File: config.mk
export PLATFORM = sky130hd
export DESIGN_NAME = multichannel_moving_average
export DESIGN_NICKNAME = d
export VERILOG_FILES = /design/src/design/mma_pkg.sv /design/src/design/multichannel_moving_average.sv /design/src/design/mma_ram.sv /design/src/design/mma_lane.sv
export SDC_FILE = /design/constraint.sdc
export NUM_CORES = 2
export LEC_CHECK = 0
export BUFFER_PORTS_ARGS = -buffer_cell sky130_fd_sc_hd__buf_4
export CAP_MARGIN = 15
export CORE_MARGIN = 5
export CORE_UTILIZATION = 62
export DETAILED_ROUTE_END_ITERATION = 16
export MAX_ROUTING_LAYER = met4
export PLACE_DENSITY = 0.78
export SLEW_MARGIN = 20
export SYNTH_ARGS = -nofsm -noshare
export SYNTH_HDL_FRONTEND = slang
export SYNTH_HIERARCHICAL = 1
export SYNTH_SLANG_ARGS = --single-unit
File: constraint.sdc
create_clock -name clk -period 13.75 [get_ports clk]
set_clock_uncertainty 0.05 [all_clocks]
set_input_delay 0 -clock clk [delete_from_list [all_inputs] [get_ports clk]]
set_output_delay 0 -clock clk [all_outputs]
set_load 0.01 [all_outputs]
File: src/design/mma_pkg.sv
// Shared types, constants and helper functions for the multichannel moving average.
// Used by every module in the design folder except mma_ram; depends on nothing else.
package mma_pkg;

  localparam int CH_W = 20;
  localparam int NUM_CH = 10;
  localparam int FILL_W = 3;
  localparam int WINDOW_DEPTH_DEF = 6;
  // Quotient bits resolved per cycle by each lane's divider.
  localparam int DIV_BITS = 3;

  localparam logic CMD_SAMPLE = 1'b0;
  localparam logic CMD_CLEAR = 1'b1;

  typedef struct packed {
    logic            command;
    logic            warmed_up;
    logic [CH_W-1:0] pm1_mass;
    logic [CH_W-1:0] pm25_mass;
    logic [CH_W-1:0] pm4_mass;
    logic [CH_W-1:0] pm10_mass;
    logic [CH_W-1:0] count_05;
    logic [CH_W-1:0] count_10;
    logic [CH_W-1:0] count_25;
    logic [CH_W-1:0] count_40;
    logic [CH_W-1:0] count_100;
    logic [CH_W-1:0] typical_size;
  } in_t;

  typedef struct packed {
    logic              valid_res;
    logic [FILL_W-1:0] fill;
    logic [CH_W-1:0]   avg_pm1;
    logic [CH_W-1:0]   avg_pm25;
    logic [CH_W-1:0]   avg_pm4;
    logic [CH_W-1:0]   avg_pm10;
    logic [CH_W-1:0]   avg_c05;
    logic [CH_W-1:0]   avg_c10;
    logic [CH_W-1:0]   avg_c25;
    logic [CH_W-1:0]   avg_c40;
    logic [CH_W-1:0]   avg_c100;
    logic [CH_W-1:0]   avg_size;
  } out_t;

  typedef logic [NUM_CH-1:0][CH_W-1:0] chan_vec_t;

  // Control shared by all lanes, driven from the sequencer in the top level.
  typedef struct packed {
    logic load;      // latch the sample and read the slot it replaces
    logic update;    // fold the sample into the running sum and write it back
    logic full;      // the slot being written holds a sample still in the window
    logic empty;     // the window holds no sample, so the old sum is void
    logic div_step;  // advance the divider by one group of quotient bits
  } lane_ctrl_t;

  typedef enum logic [2:0] {
    ST_IDLE,
    ST_UPD,
    ST_DIV,
    ST_PUSH
  } state_t;

  function automatic chan_vec_t split_channels(in_t d);
    chan_vec_t v;
    v[0] = d.pm1_mass;
    v[1] = d.pm25_mass;
    v[2] = d.pm4_mass;
    v[3] = d.pm10_mass;
    v[4] = d.count_05;
    v[5] = d.count_10;
    v[6] = d.count_25;
    v[7] = d.count_40;
    v[8] = d.count_100;
    v[9] = d.typical_size;
    return v;
  endfunction

  function automatic out_t merge_channels(logic valid, logic [FILL_W-1:0] fill,
                                          chan_vec_t v);
    out_t r;
    r.valid_res = valid;
    r.fill      = fill;
    r.avg_pm1   = v[0];
    r.avg_pm25  = v[1];
    r.avg_pm4   = v[2];
    r.avg_pm10  = v[3];
    r.avg_c05   = v[4];
    r.avg_c10   = v[5];
    r.avg_c25   = v[6];
    r.avg_c40   = v[7];
    r.avg_c100  = v[8];
    r.avg_size  = v[9];
    return r;
  endfunction

endpackage

File: src/design/multichannel_moving_average.sv
// Top level of the ten-channel moving average: sequencer, window bookkeeping,
// one lane per channel and the merging output register. Depends on mma_pkg, mma_lane.
//
//   channel  signals                          payload
//   in       in_valid, in_stall, in_data      mma_pkg::in_t  (command, flag, ten readings)
//   out      out_valid, out_stall, out_data   mma_pkg::out_t (flag, fill, ten means)
//
// A sample passes through the update, divide and push states; the divide state runs
// the lanes' radix-8 dividers.
// A clear command goes straight to the push state; a sample that is not warmed up is dropped.
// Reset empties the window; the history memory itself is never cleared.
// A finished result sits in the output register, so the next item is taken while
// it waits; a new result waits in the sequencer only while that register is held.
module multichannel_moving_average #(
  parameter int WINDOW_DEPTH = mma_pkg::WINDOW_DEPTH_DEF
) (
  input  logic          clk,
  input  logic          rst_n,
  input  logic          in_valid,
  output logic          in_stall,
  input  mma_pkg::in_t  in_data,
  output logic          out_valid,
  input  logic          out_stall,
  output mma_pkg::out_t out_data
);

  localparam int SLOT_W = (WINDOW_DEPTH > 1) ? $clog2(WINDOW_DEPTH) : 1;
  localparam int CNT_W = $clog2(WINDOW_DEPTH + 1);
  localparam int SUM_W = mma_pkg::CH_W + $clog2(WINDOW_DEPTH);
  localparam int DIV_STEPS = (SUM_W + mma_pkg::DIV_BITS - 1) / mma_pkg::DIV_BITS;
  localparam int STEP_W = $clog2(DIV_STEPS);

  mma_pkg::state_t     state_r, state_nxt;
  logic [SLOT_W-1:0]   slot_r, slot_nxt;
  logic [CNT_W-1:0]    fill_r, fill_nxt;
  logic [STEP_W-1:0]   step_r, step_nxt;
  logic                res_valid_r, res_valid_nxt;
  logic                out_valid_r;
  mma_pkg::out_t       out_data_r;
  mma_pkg::out_t       result;
  mma_pkg::lane_ctrl_t ctrl;
  mma_pkg::chan_vec_t  samples;
  mma_pkg::chan_vec_t  quotients;
  logic                in_accept;
  logic                is_clear;
  logic                is_sample;
  logic                push;
  logic                last_step;
  logic [CNT_W+2:0]    fill_ext;

  assign in_stall  = (state_r != mma_pkg::ST_IDLE);
  assign in_accept = in_valid && !in_stall;
  assign is_clear  = (in_data.command == mma_pkg::CMD_CLEAR);
  assign is_sample = (in_data.command == mma_pkg::CMD_SAMPLE) && in_data.warmed_up;
  assign last_step = (step_r == STEP_W'(DIV_STEPS - 1));
  assign push      = (state_r == mma_pkg::ST_PUSH) && (!out_valid_r || !out_stall);

  always_comb begin
    state_nxt = state_r;
    unique case (state_r)
      mma_pkg::ST_IDLE: begin
        if (in_accept && is_clear) begin
          state_nxt = mma_pkg::ST_PUSH;
        end else if (in_accept && is_sample) begin
          state_nxt = mma_pkg::ST_UPD;
        end
      end
      mma_pkg::ST_UPD: state_nxt = mma_pkg::ST_DIV;
      mma_pkg::ST_DIV: begin
        if (last_step) begin
          state_nxt = mma_pkg::ST_PUSH;
        end
      end
      mma_pkg::ST_PUSH: begin
        if (push) begin
          state_nxt = mma_pkg::ST_IDLE;
        end
      end
      default: state_nxt = mma_pkg::ST_IDLE;
    endcase
  end

  always_comb begin
    ctrl          = '0;
    slot_nxt      = slot_r;
    fill_nxt      = fill_r;
    step_nxt      = step_r;
    res_valid_nxt = res_valid_r;
    unique case (state_r)
      mma_pkg::ST_IDLE: begin
        if (in_accept && is_clear) begin
          slot_nxt      = '0;
          fill_nxt      = '0;
          res_valid_nxt = 1'b0;
        end else if (in_accept && is_sample) begin
          ctrl.load     = 1'b1;
          res_valid_nxt = 1'b1;
        end
      end
      mma_pkg::ST_UPD: begin
        ctrl.update = 1'b1;
        ctrl.full   = (fill_r == CNT_W'(WINDOW_DEPTH));
        ctrl.empty  = (fill_r == '0);
        slot_nxt    = (slot_r == SLOT_W'(WINDOW_DEPTH - 1)) ? '0 : slot_r + 1'b1;
        if (fill_r != CNT_W'(WINDOW_DEPTH)) begin
          fill_nxt = fill_r + 1'b1;
        end
        step_nxt = '0;
      end
      mma_pkg::ST_DIV: begin
        ctrl.div_step = 1'b1;
        step_nxt      = step_r + 1'b1;
      end
      mma_pkg::ST_PUSH: ;
      default: ;
    endcase
  end

  always_ff @(posedge clk) begin
    if (!rst_n) begin
      state_r     <= mma_pkg::ST_IDLE;
      slot_r      <= '0;
      fill_r      <= '0;
      step_r      <= '0;
      res_valid_r <= 1'b0;
      out_valid_r <= 1'b0;
    end else begin
      state_r     <= state_nxt;
      slot_r      <= slot_nxt;
      fill_r      <= fill_nxt;
      step_r      <= step_nxt;
      res_valid_r <= res_valid_nxt;
      if (push) begin
        out_valid_r <= 1'b1;
      end else if (!out_stall) begin
        out_valid_r <= 1'b0;
      end
    end
  end

  assign samples = mma_pkg::split_channels(in_data);

  for (genvar j = 0; j < mma_pkg::NUM_CH; j++) begin : g_lane
    mma_lane #(
      .WINDOW_DEPTH(WINDOW_DEPTH),
      .SLOT_W      (SLOT_W),
      .CNT_W       (CNT_W)
    ) u_lane (
      .clk     (clk),
      .ctrl    (ctrl),
      .slot    (slot_r),
      .divisor (fill_r),
      .sample  (samples[j]),
      .quotient(quotients[j])
    );
  end

  // The fill field carries only the low bits of the count for deep windows.
  assign fill_ext = {3'b000, fill_r};

  always_comb begin
    if (res_valid_r) begin
      result = mma_pkg::merge_channels(1'b1, fill_ext[2:0], quotients);
    end else begin
      result = mma_pkg::merge_channels(1'b0, '0, '0);
    end
  end

  always_ff @(posedge clk) begin
    if (push) begin
      out_data_r <= result;
    end
  end

  assign out_valid = out_valid_r;
  assign out_data  = out_data_r;

endmodule

File: src/design/mma_ram.sv
// Generic single-port RAM with a registered read.
// Standalone; used by each averaging lane for its window history.
module mma_ram #(
  parameter int WIDTH = 20,
  parameter int DEPTH = 6,
  parameter int ADDR_W = (DEPTH > 1) ? $clog2(DEPTH) : 1
) (
  input  logic              clk,
  input  logic              we,
  input  logic [ADDR_W-1:0] addr,
  input  logic [WIDTH-1:0]  wdata,
  output logic [WIDTH-1:0]  rdata
);

  logic [WIDTH-1:0] mem_r [DEPTH];
  logic [WIDTH-1:0] rdata_r;

  always_ff @(posedge clk) begin
    if (we) begin
      mem_r[addr] <= wdata;
    end
    rdata_r <= mem_r[addr];
  end

  assign rdata = rdata_r;

endmodule

File: src/design/mma_lane.sv
// One averaging lane: window history, running sum and an iterative divider.
// Depends on mma_pkg and mma_ram.
module mma_lane #(
  parameter int WINDOW_DEPTH = mma_pkg::WINDOW_DEPTH_DEF,
  parameter int SLOT_W = (WINDOW_DEPTH > 1) ? $clog2(WINDOW_DEPTH) : 1,
  parameter int CNT_W = $clog2(WINDOW_DEPTH + 1)
) (
  input  logic                    clk,
  input  mma_pkg::lane_ctrl_t     ctrl,
  input  logic [SLOT_W-1:0]       slot,
  input  logic [CNT_W-1:0]        divisor,
  input  logic [mma_pkg::CH_W-1:0] sample,
  output logic [mma_pkg::CH_W-1:0] quotient
);

  localparam int SUM_W = mma_pkg::CH_W + $clog2(WINDOW_DEPTH);
  localparam int DIV_STEPS = (SUM_W + mma_pkg::DIV_BITS - 1) / mma_pkg::DIV_BITS;
  localparam int DVD_W = DIV_STEPS * mma_pkg::DIV_BITS;
  localparam int REM_W = CNT_W + 1;

  logic [mma_pkg::CH_W-1:0] sample_r;
  logic [mma_pkg::CH_W-1:0] old_val;
  logic [SUM_W-1:0]         sum_r;
  logic [SUM_W-1:0]         sum_nxt;
  logic [DVD_W-1:0]         dvd_r;
  logic [DVD_W-1:0]         dvd_nxt;
  logic [REM_W-1:0]         rem_r;
  logic [REM_W-1:0]         rem_nxt;

  mma_ram #(
    .WIDTH (mma_pkg::CH_W),
    .DEPTH (WINDOW_DEPTH),
    .ADDR_W(SLOT_W)
  ) u_hist (
    .clk  (clk),
    .we   (ctrl.update),
    .addr (slot),
    .wdata(sample_r),
    .rdata(old_val)
  );

  // The slot read at load time drops out of the window once it is full.
  always_comb begin
    sum_nxt = (ctrl.empty ? SUM_W'(0) : sum_r)
            - (ctrl.full ? SUM_W'(old_val) : SUM_W'(0))
            + SUM_W'(sample_r);
  end

  // Restoring division, several quotient bits per cycle, shifted in from the right.
  always_comb begin
    logic [REM_W-1:0] trial;
    logic [REM_W-1:0] rem;
    logic [DVD_W-1:0] dvd;
    rem = rem_r;
    dvd = dvd_r;
    for (int k = 0; k < mma_pkg::DIV_BITS; k++) begin
      trial = {rem[REM_W-2:0], dvd[DVD_W-1]};
      dvd = {dvd[DVD_W-2:0], 1'b0};
      if (trial >= {1'b0, divisor}) begin
        rem = trial - {1'b0, divisor};
        dvd[0] = 1'b1;
      end else begin
        rem = trial;
      end
    end
    rem_nxt = rem;
    dvd_nxt = dvd;
  end

  always_ff @(posedge clk) begin
    if (ctrl.load) begin
      sample_r <= sample;
    end
    if (ctrl.update) begin
      sum_r <= sum_nxt;
      dvd_r <= DVD_W'(sum_nxt);
      rem_r <= '0;
    end else if (ctrl.div_step) begin
      dvd_r <= dvd_nxt;
      rem_r <= rem_nxt;
    end
  end

  assign quotient = dvd_r[mma_pkg::CH_W-1:0];

endmodule

==> impl_metrics.ini <==
[power_and_ir_drop]
finalPower_mw = 29.8
leakage_nw = 47.9
pwr_density_cell_nw_per_um2 = 234
ir_worst_vdd_v = 0.000129

[logic_synthesis]
synth.area.top_cells = edfxtp_1 (56%), dfxtp_1 (4.5%), fa_1 (4.1%), ha_1 (3.7%), mux2_2 (3.0%)
syn_nets = 9009
yosysTopAreaCell = edfxtp_1
synth_seq_cells = 2317
synth.avg_cell_area_sq_um = 13.5
synth.yosys.seq_area_share_pct = 60.0
synth_enable_flop_cells = 2064
ys_warn_count = 6
syn_inst = 8244
syn-cell-area_sq_um = 112000
synth.top_cell.area_share_pct = 55.5
synth.distinct_cells = 113
synth_top_flop_cell = edfxtp_1
async_flop_share_pct = 0

[place]
numPortBuffers = 411
routabilityCongestion = 0.926
dpl_cell_area_sq_um = 115000
place_hpwl_microns = 167000

[global_routing]
grt_start_max_net_pins = 143
grt_first_pass_wirelength_microns = 397000
overflow = 0
grt_pass1_vias = 68679
grt_use_total_pct = 27.9
antenna_found_initial = 6

[timing]
worst_pin_slew_ns = 1.16
finalCritPeriodShare_pct = 48.7
finalSetupTns_ns = 0
max_freq_mhz = 149
setup-violations-final = 0
rsz0062_at_grt = no
slew_headroom_pct = 23.0
slew_viol_final = 0
hold_violations = 0
layout_min_cycle_time_ns = 6.69

[floorplanning]
die_area_sq_um = 189000
fp-row-count = 155
die_h_microns = 434
start_util_pct = 62.5
ios = 412
core_area_sq_um = 179000
die_x_microns = 434

[clocking]
numClockSinks = 2317
clockBufferDepth = 3
cts_made_buffers = 228
root_buffer = clkbuf_16
cts_tree = yes
path_clk_slew_ns = 0.06
htreeDepth = 4
clock_latency_ns = 0.87
cts-resized-gates = 0

[setup_path]
crit_type = reg2reg
end_kind = flop
cp.arrival_ns = 7.20
critPathLaunchType = flop
required_ns = 14.26
crit_fanout = 80

[final_layout]
fin_area_sq_um = 127000
fin_nets = 9619
drive_gt1_share_pct = 16.0
syn_to_final_growth_pct = 14.1
nFillCells = 11616
post-route-util_pct = 71.2

[routing]
ant_nets = 0
remaining_drc_errors = 0
dr.pass1.iters = 11
initialDrtViolationCount = 5547
routedWlPerCell_microns = 22.5
viasPerCell = 5.89
vias = 67282
routed_wl_microns = 257000

[hold_path]
hp-class = in2reg

[run]
cap_violations = 0

[outcome]
status = complete, no violations
[placed cells by master, fill, tap and decap left out, types with 21 or more instances in the layout]
master         Yosys  routed
a211o_1           34      34
a211oi_1          27      27
a21o_1            96      96
a21oi_1          274     274
a221o_1          216     216
a31oi_1           33      33
and2_1           437     437
and3_1            65      58
buf_4            211     508
bufinv_16          0      24
clkbuf_1         209      52
clkbuf_16          0     232
clkbuf_8           1      21
clkinv_1           2      27
clkinv_2           0      44
dfxtp_1          253     246
dlygate4sd3_1      0     411
edfxtp_1        2064    2064
fa_1             230     230
ha_1             329     327
inv_1            791     791
mux2_1            72      72
mux2_2           300     300
mux2_4           143     143
mux2i_1          262     262
nand2_1          286     286
nand2b_1         243     243
nand3_1           64      64
nand4_1           46      46
nor2_1           274     266
nor2b_1           89      89
nor3_1           242     242
o2111ai_1         21      21
o21a_1            56      56
o21ai_0          143     143
o221ai_1          30      30
o31ai_1           28      28
or3_1             22      22
xnor2_1          124     124
xor2_1            53      53
[per-layer routing]
layer	GRT usage, %	part of all wire, %
met1	35.5	41
met2	46.4	50
met3	3.46	5.4
met4	10.5	4.0
met5	-	0
[cell usage after synthesis, drive strengths merged (70+ instances only)]
| master | count |
|---|---|
| nand2b | 243 |
| a21oi | 277 |
| a221o | 216 |
| xnor2 | 124 |
| dfxtp | 253 |
| buf | 332 |
| mux2 | 515 |
| nor2b | 89 |
| and3 | 70 |
| clkbuf | 211 |
| nor3 | 247 |
| a21o | 96 |
| nand2 | 287 |
| and2 | 441 |
| inv | 791 |
| edfxtp | 2064 |
| ha | 329 |
| fa | 230 |
| o21ai | 154 |
| nor2 | 274 |
| mux2i | 265 |
[metrics by stage]
step           hold WS [ns]  worst slack [ns]  cells
6_report             0.0496              7.06  11420
2_1_floorplan        0.0489              2.37   8244
3_3_place_gp          0.128              7.31  10566
4_1_cts             0.00590              7.10  11413
5_1_grt              0.0387              6.74  11418
3_5_place_dp          0.129              7.16  10567
[state kept, by name, summed over array words and instances (netlist names)]
register	cells
out_data	204
g_lane.u_lane/u_hist/rdata	200
g_lane.u_lane/dvd_r	240
g_lane.u_lane/u_hist/mem_r	1200
state_r	2
res_valid_r	1
slot_r	3
step_r	3
fill_r	3
g_lane.u_lane/sum_r	230
out_valid	1
g_lane.u_lane/sample_r	200
g_lane.u_lane/rem_r	30
[power breakdown]
group | internal, mW | leakage, nW | switching, mW | total [mW]
Sequential | 9.96 | 21.0 | 0.726 | 10.7
Combinational | 5.12 | 23.1 | 7.60 | 12.7
Clock | 3.68 | 3.77 | 2.70 | 6.38
[final cells by class]
cell class	instances	area [sq um]	area share (%)
flip-flops and latches	2317	67100	52.6
inverters	793	2980	2.34
well taps	2355	2950	2.31
clock buffers	305	6290	4.94
diodes	6	15.0	0.0118
repair buffers	925	8030	6.31
multi-input cells	4589	38600	30.3
clock inverters	130	1460	1.15
[cell families (layout without fill, tap and decap cells)]
family	after synthesis	count (layout)	share of synthesized area [%]
flip-flops	2317	2317	60.0
adder cells (fa/ha/maj)	559	559	7.81
AO/OA/AOI/OAI	1173	1173	7.87
multiplexers	780	780	8.07
buffers and inverters	1338	2153	5.54
AND/OR/NAND/NOR	1900	1900	9.29
XOR/XNOR	177	177	1.39
other	0	6	0
[timing repair]
action                                 4_1_cts  5_1_grt
endpoints found under the hold margin      305        0
setup buffers                                0        0
hold buffers                               411        0
[critical path, stage by stage, from the launching register on]
cell      delay, ns
dfxtp_1        0.36
inv_1          0.14
ha_4           0.57
buf_4          0.73
and3_4         0.80
buf_4          0.78
and2_1         0.26
fa_1           0.43
inv_1          0.07
ha_1           0.30
a21oi_1        0.22
o21ai_0        0.19
nor4bb_1       0.60
o211ai_1       0.29
a31oi_1        0.28
o221ai_1       0.18
[path summary, 6_finish.rpt]
check	from	end	slack [ns]	depth (start not counted)
setup / recovery	state_r[1]	g_lane[3].u_lane/dvd_r[18]	7.06	15
hold / removal	rst_n	fill_r[1]	0.05	4
setup reg to reg	state_r[1]	g_lane[3].u_lane/dvd_r[18]	7.06	15
hold reg to reg	g_lane[8].u_lane/rem_r[2]	g_lane[8].u_lane/rem_r[2]	0.43	2
Note: power is estimated with default switching activity, not from simulation.
